<file path="config.mk">
export PLATFORM = sky130hd
export DESIGN_NAME = bounded_set_table_core
export DESIGN_NICKNAME = d
export VERILOG_FILES = /design/src/rtl/core/bst_pkg.sv /design/src/rtl/core/bst_ram.sv /design/src/rtl/core/bst_scan.sv /design/src/rtl/core/bounded_set_table_core.sv
export SDC_FILE = /design/constraint.sdc
export NUM_CORES = 1
export LEC_CHECK = 0
export BUFFER_PORTS_ARGS = -buffer_cell sky130_fd_sc_hd__buf_2
export CORE_MARGIN = 2
export CORE_UTILIZATION = 46
export CTS_CLUSTER_DIAMETER = 120
export DETAILED_ROUTE_END_ITERATION = 8
export SYNTH_ARGS = -nofsm -noshare
export SYNTH_HDL_FRONTEND = slang
export SYNTH_SLANG_ARGS = --single-unit
</file>
<file path="constraint.sdc">
create_clock -name clk -period 4.7 [get_ports clk]
set_input_delay 0.47 -clock clk [delete_from_list [all_inputs] [get_ports clk]]
set_output_delay 0.47 -clock clk [all_outputs]
set_load 0.005 [all_outputs]
</file>
<file path="src/rtl/core/bst_pkg.sv">
`timescale 1ns / 1ps
// ----------------------------------------------------------------------------
// bst_pkg
// Shared codes, widths and types of the bounded set table.
// ----------------------------------------------------------------------------
package bst_pkg;

	// entry and key width
	localparam int DATA_W = 32;

	// action codes
	localparam logic [1:0] ACT_ADD    = 2'd0;
	localparam logic [1:0] ACT_REMOVE = 2'd1;
	localparam logic [1:0] ACT_SEARCH = 2'd2;
	localparam logic [1:0] ACT_STATUS = 2'd3;

	// width of the reported count
	localparam int COUNT_W = 6;

	// stream payload widths, padded to whole bytes
	localparam int IN_TDATA_W  = 40;
	localparam int OUT_TDATA_W = 80;

	// running state of one table scan
	typedef struct packed {
		logic              found;  // key matched a stored entry
		logic              any;    // at least one entry other than key seen
		logic [DATA_W-1:0] lo;     // smallest entry other than key
		logic [DATA_W-1:0] hi;     // largest entry other than key
	} scan_res_t;

endpackage

</file>
<file path="src/rtl/core/bst_ram.sv">
`timescale 1ns / 1ps
// ----------------------------------------------------------------------------
// bst_ram
// Generic simple dual-port RAM, one write port and one registered read port.
// ----------------------------------------------------------------------------
module bst_ram #(
	parameter int WIDTH = 32,
	parameter int DEPTH = 32
) (
	input  logic                                   clk,
	input  logic                                   we,
	input  logic [(DEPTH > 1 ? $clog2(DEPTH) : 1)-1:0] waddr,
	input  logic [WIDTH-1:0]                       wdata,
	input  logic [(DEPTH > 1 ? $clog2(DEPTH) : 1)-1:0] raddr,
	output logic [WIDTH-1:0]                       rdata
);

	logic [WIDTH-1:0] mem_q [DEPTH];

	// write port
	always_ff @(posedge clk) begin
		if (we) begin
			mem_q[waddr] <= wdata;
		end
	end

	// registered read port
	always_ff @(posedge clk) begin
		rdata <= mem_q[raddr];
	end

endmodule

</file>
<file path="src/rtl/core/bst_scan.sv">
`timescale 1ns / 1ps
// ----------------------------------------------------------------------------
// bst_scan
// Shared compare unit: matches each read entry against the key and keeps the
// running minimum and maximum of the entries that differ from the key.
// ----------------------------------------------------------------------------
module bst_scan #(
	parameter int AW = 5
) (
	input  logic                       clk,
	input  logic                       arst_n,
	input  logic                       clear,
	input  logic                       vld,
	input  logic [bst_pkg::DATA_W-1:0] data,
	input  logic [AW-1:0]              idx,
	input  logic [bst_pkg::DATA_W-1:0] key,
	output bst_pkg::scan_res_t         res,
	output logic [AW-1:0]              slot
);

	logic      hit;
	logic      lt;
	logic      gt;
	logic      found_q;
	logic      any_q;
	logic [bst_pkg::DATA_W-1:0] lo_q;
	logic [bst_pkg::DATA_W-1:0] hi_q;
	logic [AW-1:0] slot_q;

	// one equality and two signed magnitude compares
	assign hit = (data == key);
	assign lt  = ($signed(data) < $signed(lo_q));
	assign gt  = ($signed(data) > $signed(hi_q));

	// control flags
	always_ff @(posedge clk or negedge arst_n) begin
		if (!arst_n) begin
			found_q <= 1'b0;
			any_q   <= 1'b0;
		end else if (clear) begin
			found_q <= 1'b0;
			any_q   <= 1'b0;
		end else if (vld) begin
			if (hit) begin
				found_q <= 1'b1;
			end else begin
				any_q <= 1'b1;
			end
		end
	end

	// running extremes and match slot
	always_ff @(posedge clk) begin
		if (vld && !clear) begin
			if (hit) begin
				slot_q <= idx;
			end else begin
				if (!any_q || lt) begin
					lo_q <= data;
				end
				if (!any_q || gt) begin
					hi_q <= data;
				end
			end
		end
	end

	assign res.found = found_q;
	assign res.any   = any_q;
	assign res.lo    = lo_q;
	assign res.hi    = hi_q;
	assign slot      = slot_q;

endmodule

</file>
<file path="src/rtl/core/bounded_set_table_core.sv">
`timescale 1ns / 1ps
// ----------------------------------------------------------------------------
// bounded_set_table_core
// Fixed-capacity unordered set of signed 32-bit keys with add, remove,
// search and status requests, each answered by one result.
// ----------------------------------------------------------------------------
// Usage:
//   A request enters on the s_ group (action and key in s_tdata) when
//   s_tvalid and s_tready are both high. The block then reads every stored
//   entry once through a single RAM read port and one shared compare unit,
//   which finds the key and tracks minimum and maximum in the same pass.
//   A write-back cycle appends the key (add) or moves the last entry into
//   the freed slot (remove), and the result is loaded into the m_ output
//   register.
//   The time from acceptance to a valid result grows with the number of
//   stored entries, as the scan reads each of them. s_tready is high only
//   while no request is in work, so the next request can be taken as soon
//   as a result loads.
//   If the receiver stalls, the pending result holds in the output register;
//   one further request may be scanned meanwhile and waits in its write-back
//   step until the register frees up.
//   Reset empties the table at once (count zero); RAM contents are not
//   cleared, as only written slots are ever read.
// ----------------------------------------------------------------------------
module bounded_set_table_core #(
	parameter int CAPACITY = 32
) (
	input  logic                            clk,
	input  logic                            arst_n,
	// request: [1:0] action, [33:2] key
	input  logic                            s_tvalid,
	output logic                            s_tready,
	input  logic [bst_pkg::IN_TDATA_W-1:0]  s_tdata,
	// result: [0] ok, [6:1] count, [7] is_empty, [8] is_full,
	//         [40:9] min_value, [72:41] max_value
	output logic                            m_tvalid,
	input  logic                            m_tready,
	output logic [bst_pkg::OUT_TDATA_W-1:0] m_tdata
);

	localparam int CW = $clog2(CAPACITY + 1);
	localparam int AW = (CAPACITY > 1) ? $clog2(CAPACITY) : 1;
	localparam logic [CW-1:0] CAP_CNT = CW'(CAPACITY);

	localparam logic [1:0] ST_IDLE  = 2'd0;
	localparam logic [1:0] ST_SCAN  = 2'd1;
	localparam logic [1:0] ST_WRITE = 2'd2;

	logic [1:0]                 state_q;
	logic [1:0]                 action_q;
	logic [bst_pkg::DATA_W-1:0] key_q;
	logic [CW-1:0]              held_q;
	logic [CW-1:0]              rd_idx_q;
	logic                       rd_vld_s1;
	logic [CW-1:0]              rd_idx_s1;
	logic [bst_pkg::DATA_W-1:0] last_q;
	logic [CW-1:0]              held_m1;
	logic                       s_acc;
	logic                       rd_issue;
	logic                       commit;
	logic                       add_ok;
	logic                       rem_ok;
	logic                       ok;
	logic                       incl;
	logic [CW-1:0]              held_nx;
	logic [CW+5:0]              held_ext;
	logic [bst_pkg::DATA_W-1:0] lo_nx;
	logic [bst_pkg::DATA_W-1:0] hi_nx;
	logic                       ram_we;
	logic [AW-1:0]              ram_waddr;
	logic [bst_pkg::DATA_W-1:0] ram_wdata;
	logic [bst_pkg::DATA_W-1:0] ram_rdata;
	logic [AW-1:0]              slot;
	bst_pkg::scan_res_t         scan;
	logic                       m_tvalid_q;
	logic [bst_pkg::OUT_TDATA_W-1:0] m_tdata_q;

	// handshake
	assign s_tready = (state_q == ST_IDLE);
	assign s_acc    = s_tvalid && s_tready;
	assign held_m1  = held_q - 1'b1;
	assign rd_issue = (state_q == ST_SCAN) && (rd_idx_q != held_q);

	// step decision
	assign add_ok = (action_q == bst_pkg::ACT_ADD) && (held_q != CAP_CNT) && !scan.found;
	assign rem_ok = (action_q == bst_pkg::ACT_REMOVE) && scan.found;
	assign ok     = add_ok || rem_ok ||
		(action_q == bst_pkg::ACT_SEARCH && scan.found);
	assign commit = (state_q == ST_WRITE) && (!m_tvalid_q || m_tready);

	always_comb begin
		held_nx = held_q;
		if (add_ok) begin
			held_nx = held_q + 1'b1;
		end else if (rem_ok) begin
			held_nx = held_m1;
		end
	end

	assign held_ext = {6'd0, held_nx};

	// extremes after the step: key counts when it stays or becomes stored
	assign incl = (scan.found && !rem_ok) || add_ok;
	always_comb begin
		lo_nx = scan.lo;
		hi_nx = scan.hi;
		if (held_nx == '0) begin
			lo_nx = '0;
			hi_nx = '0;
		end else if (!scan.any) begin
			lo_nx = key_q;
			hi_nx = key_q;
		end else if (incl) begin
			if ($signed(key_q) < $signed(scan.lo)) begin
				lo_nx = key_q;
			end
			if ($signed(key_q) > $signed(scan.hi)) begin
				hi_nx = key_q;
			end
		end
	end

	// write-back port
	assign ram_we    = commit && (add_ok || rem_ok);
	assign ram_waddr = add_ok ? held_q[AW-1:0] : slot;
	assign ram_wdata = add_ok ? key_q : last_q;

	// sequencer
	always_ff @(posedge clk or negedge arst_n) begin
		if (!arst_n) begin
			state_q   <= ST_IDLE;
			held_q    <= '0;
			rd_idx_q  <= '0;
			rd_vld_s1 <= 1'b0;
		end else begin
			rd_vld_s1 <= rd_issue;
			case (state_q)
				ST_IDLE: begin
					if (s_acc) begin
						rd_idx_q <= '0;
						state_q  <= ST_SCAN;
					end
				end
				ST_SCAN: begin
					if (rd_issue) begin
						rd_idx_q <= rd_idx_q + 1'b1;
					end else if (!rd_vld_s1) begin
						state_q <= ST_WRITE;
					end
				end
				ST_WRITE: begin
					if (commit) begin
						held_q  <= held_nx;
						state_q <= ST_IDLE;
					end
				end
				default: begin
					state_q <= ST_IDLE;
				end
			endcase
		end
	end

	// request payload, read index and last entry
	always_ff @(posedge clk) begin
		rd_idx_s1 <= rd_idx_q;
		if (s_acc) begin
			action_q <= s_tdata[1:0];
			key_q    <= s_tdata[33:2];
		end
		if (rd_vld_s1 && rd_idx_s1 == held_m1) begin
			last_q <= ram_rdata;
		end
	end

	// output register
	always_ff @(posedge clk or negedge arst_n) begin
		if (!arst_n) begin
			m_tvalid_q <= 1'b0;
		end else if (commit) begin
			m_tvalid_q <= 1'b1;
		end else if (m_tready) begin
			m_tvalid_q <= 1'b0;
		end
	end

	always_ff @(posedge clk) begin
		if (commit) begin
			m_tdata_q <= {7'd0, hi_nx, lo_nx, (held_nx == CAP_CNT),
				(held_nx == '0), held_ext[5:0], ok};
		end
	end

	assign m_tvalid = m_tvalid_q;
	assign m_tdata  = m_tdata_q;

	// entry storage
	bst_ram #(
		.WIDTH (bst_pkg::DATA_W),
		.DEPTH (CAPACITY)
	) u_ram (
		.clk   (clk),
		.we    (ram_we),
		.waddr (ram_waddr),
		.wdata (ram_wdata),
		.raddr (rd_idx_q[AW-1:0]),
		.rdata (ram_rdata)
	);

	// shared compare unit
	bst_scan #(
		.AW (AW)
	) u_scan (
		.clk    (clk),
		.arst_n (arst_n),
		.clear  (s_acc),
		.vld    (rd_vld_s1),
		.data   (ram_rdata),
		.idx    (rd_idx_s1[AW-1:0]),
		.key    (key_q),
		.res    (scan),
		.slot   (slot)
	);

	// count never passes capacity
	a_held_bound: assert property (@(posedge clk) disable iff (!arst_n)
		held_q <= CAP_CNT)
		else $error("held count above capacity");

	// count changes only on a committed write-back
	a_held_commit: assert property (@(posedge clk) disable iff (!arst_n)
		held_q != $past(held_q) |-> $past(commit))
		else $error("held count changed outside write-back");

	// a successful add grows the table by one
	a_add_grow: assert property (@(posedge clk) disable iff (!arst_n)
		commit && add_ok |=> held_q == $past(held_q) + 1'b1)
		else $error("add did not grow the table");

	// reads stay below the count
	a_read_range: assert property (@(posedge clk) disable iff (!arst_n)
		rd_issue |-> rd_idx_q < held_q)
		else $error("read beyond stored entries");

endmodule

</file>
==> results of run 1 <==
==> metal layers <==
metal	GRT usage [%]	vias up
met5	0	-
li1	-	11260
met1	29.54	13660
met4	6.645	0
met3	2.963	187
met2	34.43	769
==> state kept, by name, summed over array words and instances (netlist names), 32 cells and up <==
signal	cells
key_q	32
m_tdata	73
u_ram.mem_q	1024
u_ram.rdata	32
last_q	32
u_scan.lo_q	32
u_scan.hi_q	32
==> kinds of logic after synthesis <==
logic type | after synthesis
AOI/OAI and AO/OA | 161
adders and majority gates | 130
xor gates and xnor gates | 53
and+or+nand+nor | 405
buffers and inverters | 203
DFF | 1288
other | 1
muxes | 419
==> final cells by class <==
class,count,area [µm²]
clock buffer,180,3652
sequential,1288,38220
tap,1500,1877
fill,8634,52520
inverter,83,311.5
timing repair buffer,231,1767
clock inverter,63,663.1
multi-input combinational,1175,13490
==> critical path, cell delays in order (launching register included) <==
cell and delay (ns):
dfrtp_1 0.58, clkinv_1 0.36, ha_1 0.30, nand2_1 0.18
o21ai_4 0.15, a21oi_1 0.50, nand2_1 0.63, nor2_4 0.26
buf_4 0.56
==> power by group through the flow <==
stage          Combinational [mW]  Clock [mW]  Sequential (mW)
3_5_place_dp                 9.38           0             14.7
3_3_place_gp                 9.24           0             14.7
5_1_grt                      10.1        11.0             14.6
2_1_floorplan                6.85           0             14.1
4_1_cts                      9.44        10.6             14.5
6_report                     9.30        10.4             14.5
==> cell usage in the layout (no fill, tap or decap), types with 10 or more instances in the layout <==
cell           instances
dfrtp_1               13
nand3_1               15
clkbuf_16            139
a21o_1                20
mux2_2                33
nor2_1                31
nand2b_1              10
inv_1                 79
clkbuf_1              39
mux2i_1               65
clkinv_1              22
nand2_1              244
dlygate4sd3_1         35
xnor2_1               44
bufinv_16             12
a21oi_1               50
mux4_2               320
edfxtp_1            1232
nor2_4                32
nor3_1                10
buf_12                18
clkinv_2              18
buf_2                112
o21ai_0               29
nand4_1               30
buf_4                 66
ha_1                 130
dfxtp_1               38
==> worst max-delay path by stage <==
stage,startpoint,to,slack (ns),cells after the start
global route,held_q[0],m_tdata[54],0.46,10
global placement,held_q[0],u_ram.mem_q[13][10],0.80,9
floorplan,u_scan.lo_q[25],u_scan.lo_q[0],0.62,9
detailed placement,held_q[0],u_ram.mem_q[13][7],0.78,9
finish,held_q[0],u_ram.mem_q[15][10],0.75,8
CTS,held_q[0],u_ram.mem_q[13][5],0.72,9
==> metrics by stage <==
step                cell area (µm²)  utilization, %  total power, mW
floorplan                     52230               -            20.97
global placement              55320           49.17            23.96
detailed placement            55320           49.17            24.12
CTS                           59980           53.32            34.56
global route                  59980           53.32            35.72
finish                        59980           53.32            34.21
==> out/metrics.cfg, run 1 <==
[cts]
numCtsBuffers = 133
cts_htree_levels = 4
cts_buffer_depth = 3
post_cts_buffers = 0
numClockSinks = 1288
cts-root-buf = clkbuf_16
clk_latency_ns = 0.73
cts_tree = yes
clkTransAtPathRegs_ns = 0.06
ctsHoldBuffers = 35
post_cts_resized = 0

[setup_path]
cp_data_required_time_ns = 5.05
worst_r2r_endpoint = u_ram.mem_q[15][10]
cp-start-kind = flip-flop
cp_max_fo = 32
rr_worst_depth = 8
timing.rr.start = held_q[0]
setup.worst_path.class = reg2reg
ff2ff_setup_slack_ns = 0.75
arrival_ns = 4.29
cp-end-kind = flip-flop

[power_and_ir_drop]
power_density_mw_per_mm2 = 570.3
seqPwrFrac_pct = 42.4
p_sw_mw = 9.940
leakage_nw = 20.60
clock_power_share_pct = 30.4
combPwrFrac_pct = 27.2
ir_worst_vdd_mv = 0.3823
swShare_pct = 29.06
p_int_mw = 24.27

[floorplan]
core-area_mm2 = 0.1125
ioPinCount = 126
die_h_um = 340.8
dieArea_mm2 = 0.1162
dieWidth_um = 340.8
row_count = 123
initial_core_util_pct = 46.39

[grt]
grt_pass1_vias = 27050
grt_max_degree = 98
grt_overflow_total = 0
groute.usage.overall_pct = 21.06
antenna_found_initial = 4
grt_first_pass_wirelength_um = 178500

[synth]
syn_area_per_cell_um2 = 19.62
synth_simple_gate_area_share_pct = 3.385
syn_area_mm2 = 0.05219
synthCells = 2660
synth_top_family_by_area = multiplexers
synthArstFlopShare_pct = 1.398
synth_top_area_share_pct = 70.88
yosys-top-cells-count = edfxtp_1 (1232), mux4_2 (320), nand2_1 (244), ha_1 (130), inv_1 (81)
synthAdderAreaFrac_pct = 3.117
synth_flop_cell = edfxtp_1
synth_mux_area_share_pct = 15.80
ys_seq_area_share_pct = 73.20
yosysUniqueCellTypes = 69
synthTopCellsByArea = edfxtp_1 (71%), mux4_2 (14%), ha_1 (3.1%)
synth-seq-cells = 1288
synth_warnings = 0
yosys.area.top_type = edfxtp_1
synth.most_common_cell = edfxtp_1
synth-xor-area-share_pct = 0.8894
synth-compound-area-share_pct = 2.007
synth_edf_count = 1232

[run_status]
outcome = complete, no violations

[min_path]
holdPathStages = 3
min_to = m_tvalid
min_from = m_tready
hold_class = in2reg

[final_layout]
final_cells = 4520
fin_nets = 3086
drive_above_1_share_pct = 26.13
areaGrowthSynthToFinish_pct = 14.93
antenna_cells = 0

[timing]
fin_tns_setup_ns = 0
whs_ns = 0.06359
grt_setup_unrepaired = no
finalCritPeriodShare_pct = 83.99
period_minus_slack_ns = 3.948
timing.fmax_mhz = 253.3
slew_violations = 0
worst_pin_slew_ns = 1.286
setup_viol = 0
relSlewSlack_pct = 14.07
final.setup_skew_ns = 0.02585
hold_viol = 0
setup_ws_ns = 0.7524

[place]
dpl_worst_slack_ns = 0.7800
gp_congestion = 0.8434
place_inst = 4242
port_buffers = 112
dp_hpwl_um = 73720

[drt]
postRouteAntennaNets = 0
top_layer_used = met4
via_per_inst = 5.725
wl_met3_um = 6116
route.met2.wl_um = 59340
drcViolationCount = 0
dr.first_iter.drc_count = 2563
drtPass1Iterations = 5
wl_met1_um = 52220
vias = 25880
post_drt_wl_per_cell_um = 26.75
routed_wl_um = 120900

[job]
maxCapViolCount = 0

No activity file was read; power rests on OpenSTA's default activity.
==> inputs of run 2 (changes only) <==
Clock period 4.7 ns to 4.02 ns, I/O delays scaled along.
==> run 2 against run 1 <==
Compared with the run above:
- utilization grew 0.46 points
- clock power grew 19%
- worst hold slack gained 0.11 ns
- via count grew 1.9%
- largest cell class unchanged
- largest power group unchanged
==> out/metrics.cfg, run 2 (synthesized netlist as in run 1, its figures left out) <==
[run_status]
outcome = complete, no violations  ; unchanged

[setup_path]
slowest_delay_ns = 0.71  ; was 0.63 ns
arrival_ns = 4.01  ; was 4.29 ns
cp_cell_sequence = inv_1, ha_1, nand2_1, o21a_2, mux2_4, a211oi_2, inv_2, or4b_4, buf_12, nand2_1, mux2i_1  ; was clkinv_1, ha_1, nand2_1, o21ai_4, a21oi_1, nand2_1, nor2_4, buf_4
cp_max_fo = 39  ; was 32
crit_slowest_cell = or4b_4  ; was nand2_1
setup.worst_path.class = reg2reg  ; unchanged
cp-end-kind = flip-flop  ; unchanged
cp_data_required_time_ns = 4.47  ; was 5.05 ns
rr_worst_depth = 11  ; was 8
ff2ff_setup_slack_ns = 0.46  ; was 0.75 ns
timing.rr.start = held_q[1]  ; was held_q[0]
cp_common_cell = nand2_1  ; unchanged
cp-start-kind = flip-flop  ; unchanged
worst_r2r_endpoint = m_tdata[20]  ; was u_ram.mem_q[15][10]

[place]
gp_congestion = 0.8467  ; was 0.8434
port_buffers = 112  ; unchanged
post_dp_cell_area_mm2 = 0.05573  ; was 0.05532 mm²
dp_hpwl_um = 73260  ; was 73720 µm

[final_layout]
fin_nets = 3110  ; was 3086
largest_reg_flops = 1024  ; unchanged
register_area_mm2 = 0.03822  ; unchanged
regMostFlops = u_ram.mem_q  ; unchanged
areaGrowthSynthToFinish_pct = 15.93  ; was 14.93%
drive_above_1_share_pct = 26.80  ; was 26.13%
fin_util_pct = 53.78  ; was 53.32%
final_common_cell = edfxtp_1  ; unchanged
finalInstanceArea_mm2 = 0.06050  ; was 0.05998 mm²
final_cell_mix = edfxtp_1 (1232), mux4_2 (320), nand2_1 (244)  ; unchanged
multi_input_area_mm2 = 0.01349  ; about the same
antenna_cells = 0  ; unchanged
n_fill_cell = 8595  ; was 8634

[floorplan]
core-area_mm2 = 0.1125  ; unchanged
dieWidth_um = 340.8  ; unchanged
row_count = 123  ; unchanged
ioPinCount = 126  ; unchanged
die_h_um = 340.8  ; unchanged
initial_core_util_pct = 46.39  ; unchanged
dieArea_mm2 = 0.1162  ; unchanged

[timing]
hold_viol = 0  ; unchanged
worst_pin_slew_ns = 1.201  ; was 1.286 ns
relSlewSlack_pct = 19.75  ; was 14.07%
timing.fmax_mhz = 280.6  ; was 253.3 MHz
finalCritPeriodShare_pct = 88.67  ; was 83.99%
slew_violations = 0  ; unchanged
setup_viol = 0  ; unchanged
fin_tns_setup_ns = 0  ; unchanged
period_minus_slack_ns = 3.564  ; was 3.948 ns
whs_ns = 0.1701  ; was 0.06359 ns
grt_setup_unrepaired = no  ; unchanged
final.setup_skew_ns = 0.02131  ; was 0.02585 ns

[drt]
post_drt_wl_per_cell_um = 28.01  ; was 26.75 µm
drtPass1Iterations = 5  ; unchanged
routed_wl_um = 127300  ; was 120900 µm
vias = 26370  ; was 25880
postRouteAntennaNets = 0  ; unchanged
dr.first_iter.drc_count = 2685  ; was 2563
drcViolationCount = 0  ; unchanged
via_per_inst = 5.802  ; was 5.725

[power_and_ir_drop]
power_density_mw_per_mm2 = 661.6  ; was 570.3 mW/mm²
p_int_mw = 28.53  ; was 24.27 mW
power_mw = 40.03  ; was 34.21 mW
leakage_nw = 20.79  ; was 20.60 nW
combPwrFrac_pct = 26.7  ; was 27.2%
clock_power_share_pct = 30.9  ; was 30.4%
swShare_pct = 28.72  ; was 29.06%
p_sw_mw = 11.50  ; was 9.940 mW
ir_worst_vdd_mv = 0.4559  ; was 0.3823 mV
seqPwrFrac_pct = 42.4  ; about the same

[min_path]
hold_class = in2async  ; was in2reg

[grt]
groute.usage.overall_pct = 22.23  ; was 21.06%
grt_max_degree = 73  ; was 98
grt_first_pass_wirelength_um = 186100  ; was 178500 µm
antenna_found_initial = 1  ; was 4
grt_overflow_total = 0  ; unchanged
grt_pass1_vias = 27370  ; was 27050

[cts]
cts-root-buf = clkbuf_16  ; unchanged
numCtsBuffers = 136  ; was 133
cts_tree = yes  ; unchanged
cts_buffer_depth = 3  ; unchanged
clkTransAtPathRegs_ns = 0.06  ; about the same
numClockSinks = 1288  ; unchanged
clk_latency_ns = 0.74  ; was 0.73 ns
cts_htree_levels = 4  ; unchanged

[job]
maxCapViolCount = 0  ; unchanged

==> run 2: cell count changes in the layout (fill, tap and decap cells not counted), moves of 2 or more <==
| cell | change |
|---|---|
| buf_12 | +22 |
| clkbuf_16 | +2 |
| dlygate4sd3_1 | +2 |
| clkbuf_1 | -3 |
| inv_6 | -2 |
| clkinvlp_4 | +5 |
| clkinv_2 | +3 |
| buf_4 | -3 |
==> run 2: repair_timing <==
item / 4_1_cts / 5_1_grt
resized for setup: 0 / 1
setup endpoints to repair: 0 / 3
setup buffers: 0 / 0
endpoints found under the hold margin: 54 / 0
hold buffers: 37 / 0
==> run 2: stage by stage <==
step | cells | worst slack, ns
final | 4545 | 0.4557
after global routing | 4545 | 0.1191
after detailed placement | 4261 | 0.3969
after floorplan | 2666 | 0.2671
after CTS | 4545 | 0.3570
after global placement | 4261 | 0.4278
==> run 2: power groups by stage <==
stage / registers (mW) / clock network, mW / logic, mW
global route: 17.0 / 13.1 / 11.7
CTS: 17.0 / 12.6 / 10.9
finish: 17.0 / 12.4 / 10.7
floorplan: 16.5 / 0 / 8.02
detailed placement: 17.2 / 0 / 10.8
global placement: 17.2 / 0 / 10.6
==> run 2: worst max-delay path by stage <==
stage | to | cells after the start | from
after CTS | m_tdata[20] | 10 | held_q[1]
after global routing | m_tdata[20] | 10 | held_q[1]
after detailed placement | m_tdata[20] | 10 | held_q[1]
final | m_tdata[20] | 11 | held_q[1]
after global placement | m_tdata[14] | 10 | held_q[1]
after floorplan | u_ram.mem_q[0][0] | 10 | held_q[0]
==> run 2: cell type report <==
cell class	count	share of cell area, %
clock buffers	179	6.101
clock inverters	68	1.166
inverters	83	0.5149
multi-input cells	1175	22.30
flip-flops and latches	1288	63.18
well taps	1500	3.102
repair buffers	252	3.644
==> run 2: layer usage <==
metal | track usage, % | wire (µm) | up-vias
met5 | 0 | 0 | -
met4 | 6.837 | 3215 | 0
met3 | 3.181 | 6912 | 179
met2 | 37.46 | 64200 | 880
met1 | 30.21 | 52980 | 14020
li1 | - | - | 11290
==> run 2: worst max-delay path: cells and delay by family, from the launching register on <==
family	cells	cell delay (ns)
multiplexers	2	0.42
AO/OA/AOI/OAI	2	0.56
adder cells (fa/ha/maj)	1	0.22
buffers and inverters	3	0.53
AND/OR/NAND/NOR	3	0.99
flip-flops	1	0.54
==> inputs of run 3 (changes only) <==
Settings changed: ABC_AREA set to 1.
==> run 3 against run 2 <==
Compared with the run above:
- via count increased by 32%
- synthesized cell count up 60%
- routed wire length is 13% higher
- worst hold slack worse by 0.067 ns
- critical endpoint is now u_ram.mem_q[6][31]
- critical path depth is 2 higher
==> out/metrics.cfg, run 3 <==
[run_status]
outcome = complete, no violations  ; unchanged

[timing]
final.setup_skew_ns = 0.03374  ; was 0.02131 ns
whs_ns = 0.1028  ; was 0.1701 ns
timing.fmax_mhz = 279.2  ; was 280.6 MHz
slew_violations = 0  ; unchanged
grt_setup_unrepaired = no  ; unchanged
hold_viol = 0  ; unchanged
worst_pin_slew_ns = 1.215  ; was 1.201 ns
relSlewSlack_pct = 18.81  ; was 19.75%
setup_viol = 0  ; unchanged
finalCritPeriodShare_pct = 89.09  ; was 88.67%
fin_tns_setup_ns = 0  ; unchanged
period_minus_slack_ns = 3.581  ; was 3.564 ns

[cts]
cts_tree = yes  ; unchanged
clk_latency_ns = 0.75  ; was 0.74 ns
post_cts_buffers = 0  ; unchanged
cts-root-buf = clkbuf_16  ; unchanged
clkTransAtPathRegs_ns = 0.06  ; about the same
cts_buffer_depth = 3  ; unchanged
post_cts_resized = 0  ; unchanged
cts_htree_levels = 4  ; unchanged
ctsHoldBuffers = 35  ; was 37
numCtsBuffers = 134  ; was 136
numClockSinks = 1288  ; unchanged

[power_and_ir_drop]
leakage_nw = 21.48  ; was 20.79 nW
ir_worst_vdd_mv = 0.6772  ; was 0.4559 mV
power_mw = 43.66  ; was 40.03 mW
power_density_mw_per_mm2 = 713.4  ; was 661.6 mW/mm²

[synth]
synthTopCellsByArea = edfxtp_1 (69%), o21ai_0 (5.5%), nor2_1 (4.7%)  ; was edfxtp_1 (71%), mux4_2 (14%), ha_1 (3.1%)
synth_simple_gate_area_share_pct = 10.39  ; was 3.385%
ys_seq_area_share_pct = 71.71  ; was 73.20%
synth-xor-area-share_pct = 0.6059  ; was 0.8894%
syn_area_per_cell_um2 = 12.49  ; was 19.62 µm²
syn_area_mm2 = 0.05328  ; was 0.05219 mm²
yosys.area.top_type = edfxtp_1  ; unchanged
synth_mux_area_share_pct = 0  ; was 15.80%
synthArstFlopShare_pct = 1.398  ; unchanged
synth_top_family_by_area = compound AO/OA/AOI/OAI gates  ; was multiplexers
synth_flop_cell = edfxtp_1  ; unchanged
synth_warnings = 0  ; unchanged
yosys-top-cells-count = edfxtp_1 (1232), nor2_1 (669), o21ai_0 (584), nand2_1 (420), clkbuf_1 (216)  ; was edfxtp_1 (1232), mux4_2 (320), nand2_1 (244), ha_1 (130), inv_1 (81)
synth_top_area_share_pct = 69.43  ; was 70.88%
synthAdderAreaFrac_pct = 3.053  ; was 3.117%
synth.most_common_cell = edfxtp_1  ; unchanged
synthCells = 4267  ; was 2660
synth_edf_count = 1232  ; unchanged
yosysUniqueCellTypes = 48  ; was 69
synth-compound-area-share_pct = 10.99  ; was 2.007%
synth-seq-cells = 1288  ; unchanged

[drt]
vias = 34790  ; was 26370
post_drt_wl_per_cell_um = 23.68  ; was 28.01 µm
via_per_inst = 5.731  ; was 5.802
drtPass1Iterations = 5  ; unchanged
route.met2.wl_um = 68670  ; was 64200 µm
wl_met3_um = 9988  ; was 6912 µm
drcViolationCount = 0  ; unchanged
dr.first_iter.drc_count = 3412  ; was 2685
top_layer_used = met4  ; unchanged
wl_met1_um = 61810  ; was 52980 µm
routed_wl_um = 143800  ; was 127300 µm
postRouteAntennaNets = 0  ; unchanged

[grt]
grt_first_pass_wirelength_um = 211900  ; was 186100 µm
grt_max_degree = 112  ; was 73
antenna_found_initial = 1  ; unchanged
grt_overflow_total = 0  ; unchanged
grt_pass1_vias = 32740  ; was 27370
groute.usage.overall_pct = 24.13  ; was 22.23%

[min_path]
holdPathStages = 4
min_to = m_tvalid
hold_class = in2reg  ; was in2async
min_from = m_tready

[final_layout]
n_fill_cell = 9495  ; was 8595
antenna_cells = 0  ; unchanged
final_cell_mix = edfxtp_1 (1232), nor2_1 (635), o21ai_0 (580)  ; was edfxtp_1 (1232), mux4_2 (320), nand2_1 (244)
fin_nets = 4624  ; was 3110
final_common_cell = edfxtp_1  ; unchanged
final_cells = 6071  ; was 4545
areaGrowthSynthToFinish_pct = 14.86  ; was 15.93%
drive_above_1_share_pct = 12.44  ; was 26.80%
regMostFlops = u_ram.mem_q  ; unchanged
largest_reg_flops = 1024  ; unchanged

[setup_path]
cp-start-kind = flip-flop  ; unchanged
worst_r2r_endpoint = u_ram.mem_q[6][31]  ; was m_tdata[20]
cp_data_required_time_ns = 4.42  ; was 4.47 ns
arrival_ns = 3.98  ; was 4.01 ns
ff2ff_setup_slack_ns = 0.44  ; was 0.46 ns
timing.rr.start = held_q[1]  ; unchanged
cp-end-kind = flip-flop  ; unchanged
rr_worst_depth = 13  ; was 11
setup.worst_path.class = reg2reg  ; unchanged
cp_max_fo = 17  ; was 39

[place]
port_buffers = 112  ; unchanged
dp_hpwl_um = 83880  ; was 73260 µm
gp_congestion = 0.8298  ; was 0.8467
place_inst = 5791  ; was 4261

[floorplan]
core-area_mm2 = 0.1147  ; was 0.1125 mm²
dieWidth_um = 344.3  ; was 340.8 µm
row_count = 124  ; was 123
die_h_um = 344.3  ; was 340.8 µm
initial_core_util_pct = 46.47  ; was 46.39%
ioPinCount = 126  ; unchanged
dieArea_mm2 = 0.1186  ; was 0.1162 mm²

[job]
maxCapViolCount = 0  ; unchanged

-- run 3: cell types whose count changed in the layout (fill, tap and decap cells not counted), sizes merged, moves of 32 or more --
cell,previous run,this run
buf,215,269
o211ai,4,36
mux2i,65,0
nand3,15,157
o221ai,0,96
o22ai,1,161
a21oi,50,132
o21ai,33,590
inv,86,175
nor2,63,681
nand2,244,431
mux2,34,0
mux4,320,0
xnor2,44,8
-- run 3: logic make-up (layout without fill, tap and decap cells) --
| group | after synthesis | count (layout) |
|---|---|---|
| simple gates | 1352 | 1352 |
| other cells | 1 | 7 |
| fa+ha+maj | 130 | 130 |
| buf+inv | 432 | 718 |
| xor+xnor | 36 | 36 |
| compound gates | 1028 | 1028 |
| flops | 1288 | 1288 |
-- run 3: final cells by class --
type / instances / area (µm²) / area share (%)
Timing Repair Buffer: 304 / 2377 / 3.885
Sequential cell: 1288 / 38220 / 62.46
Clock buffer: 178 / 3726 / 6.088
Tap cell: 1512 / 1892 / 3.091
Inverter: 169 / 649.4 / 1.061
Multi-Input combinational cell: 2553 / 13680 / 22.35
Clock inverter: 67 / 653.1 / 1.067
-- run 3: worst max-delay path by stage --
stage	from	to	slack (ns)	depth (start not counted)
6_report	held_q[1]	u_ram.mem_q[6][31]	0.44	13
5_1_grt	held_q[1]	u_ram.mem_q[7][5]	0.29	12
4_1_cts	held_q[1]	u_ram.mem_q[6][25]	0.50	13
3_5_place_dp	held_q[1]	u_ram.mem_q[7][9]	0.52	12
3_3_place_gp	held_q[1]	u_ram.mem_q[6][27]	0.57	13
2_1_floorplan	held_q[0]	last_q[0]	0.26	7
-- run 3: per-stage QoR --
| stage | instance area [µm²] | setup slack, ns | util, % |
|---|---|---|---|
| CTS | 61200 | 0.4984 | 53.38 |
| finish | 61200 | 0.4387 | 53.38 |
| global placement | 56470 | 0.5722 | 49.25 |
| detailed placement | 56470 | 0.5196 | 49.25 |
| global route | 61200 | 0.2911 | 53.38 |
| floorplan | 53310 | 0.2628 | - |
-- run 3: power breakdown --
part           total (mW)  switching [mW]  internal, mW
logic                14.3            9.95          4.32
clock network        12.3            5.09          7.24
registers            17.1           0.764          16.3
total                43.7            15.8          27.9
-- run 3: per-layer routing --
metal	vias up	GRT usage, %
met5	-	0
met4	0	6.757
met3	217	3.505
met2	1303	39.38
met1	17270	33.87
li1	16000	-
-- run 3: critical path, stage by stage, from the launching register on --
cell     delay (ns)
dfrtp_1        0.45
inv_1          0.14
ha_1           0.17
nand4_2        0.10
nand2_2        0.15
inv_2          0.08
or2_2          0.27
o21ai_0        0.19
inv_1          0.12
nor2_1         0.18
nand2_1        0.13
buf_4          0.19
nor2_4         0.55
buf_4          0.47
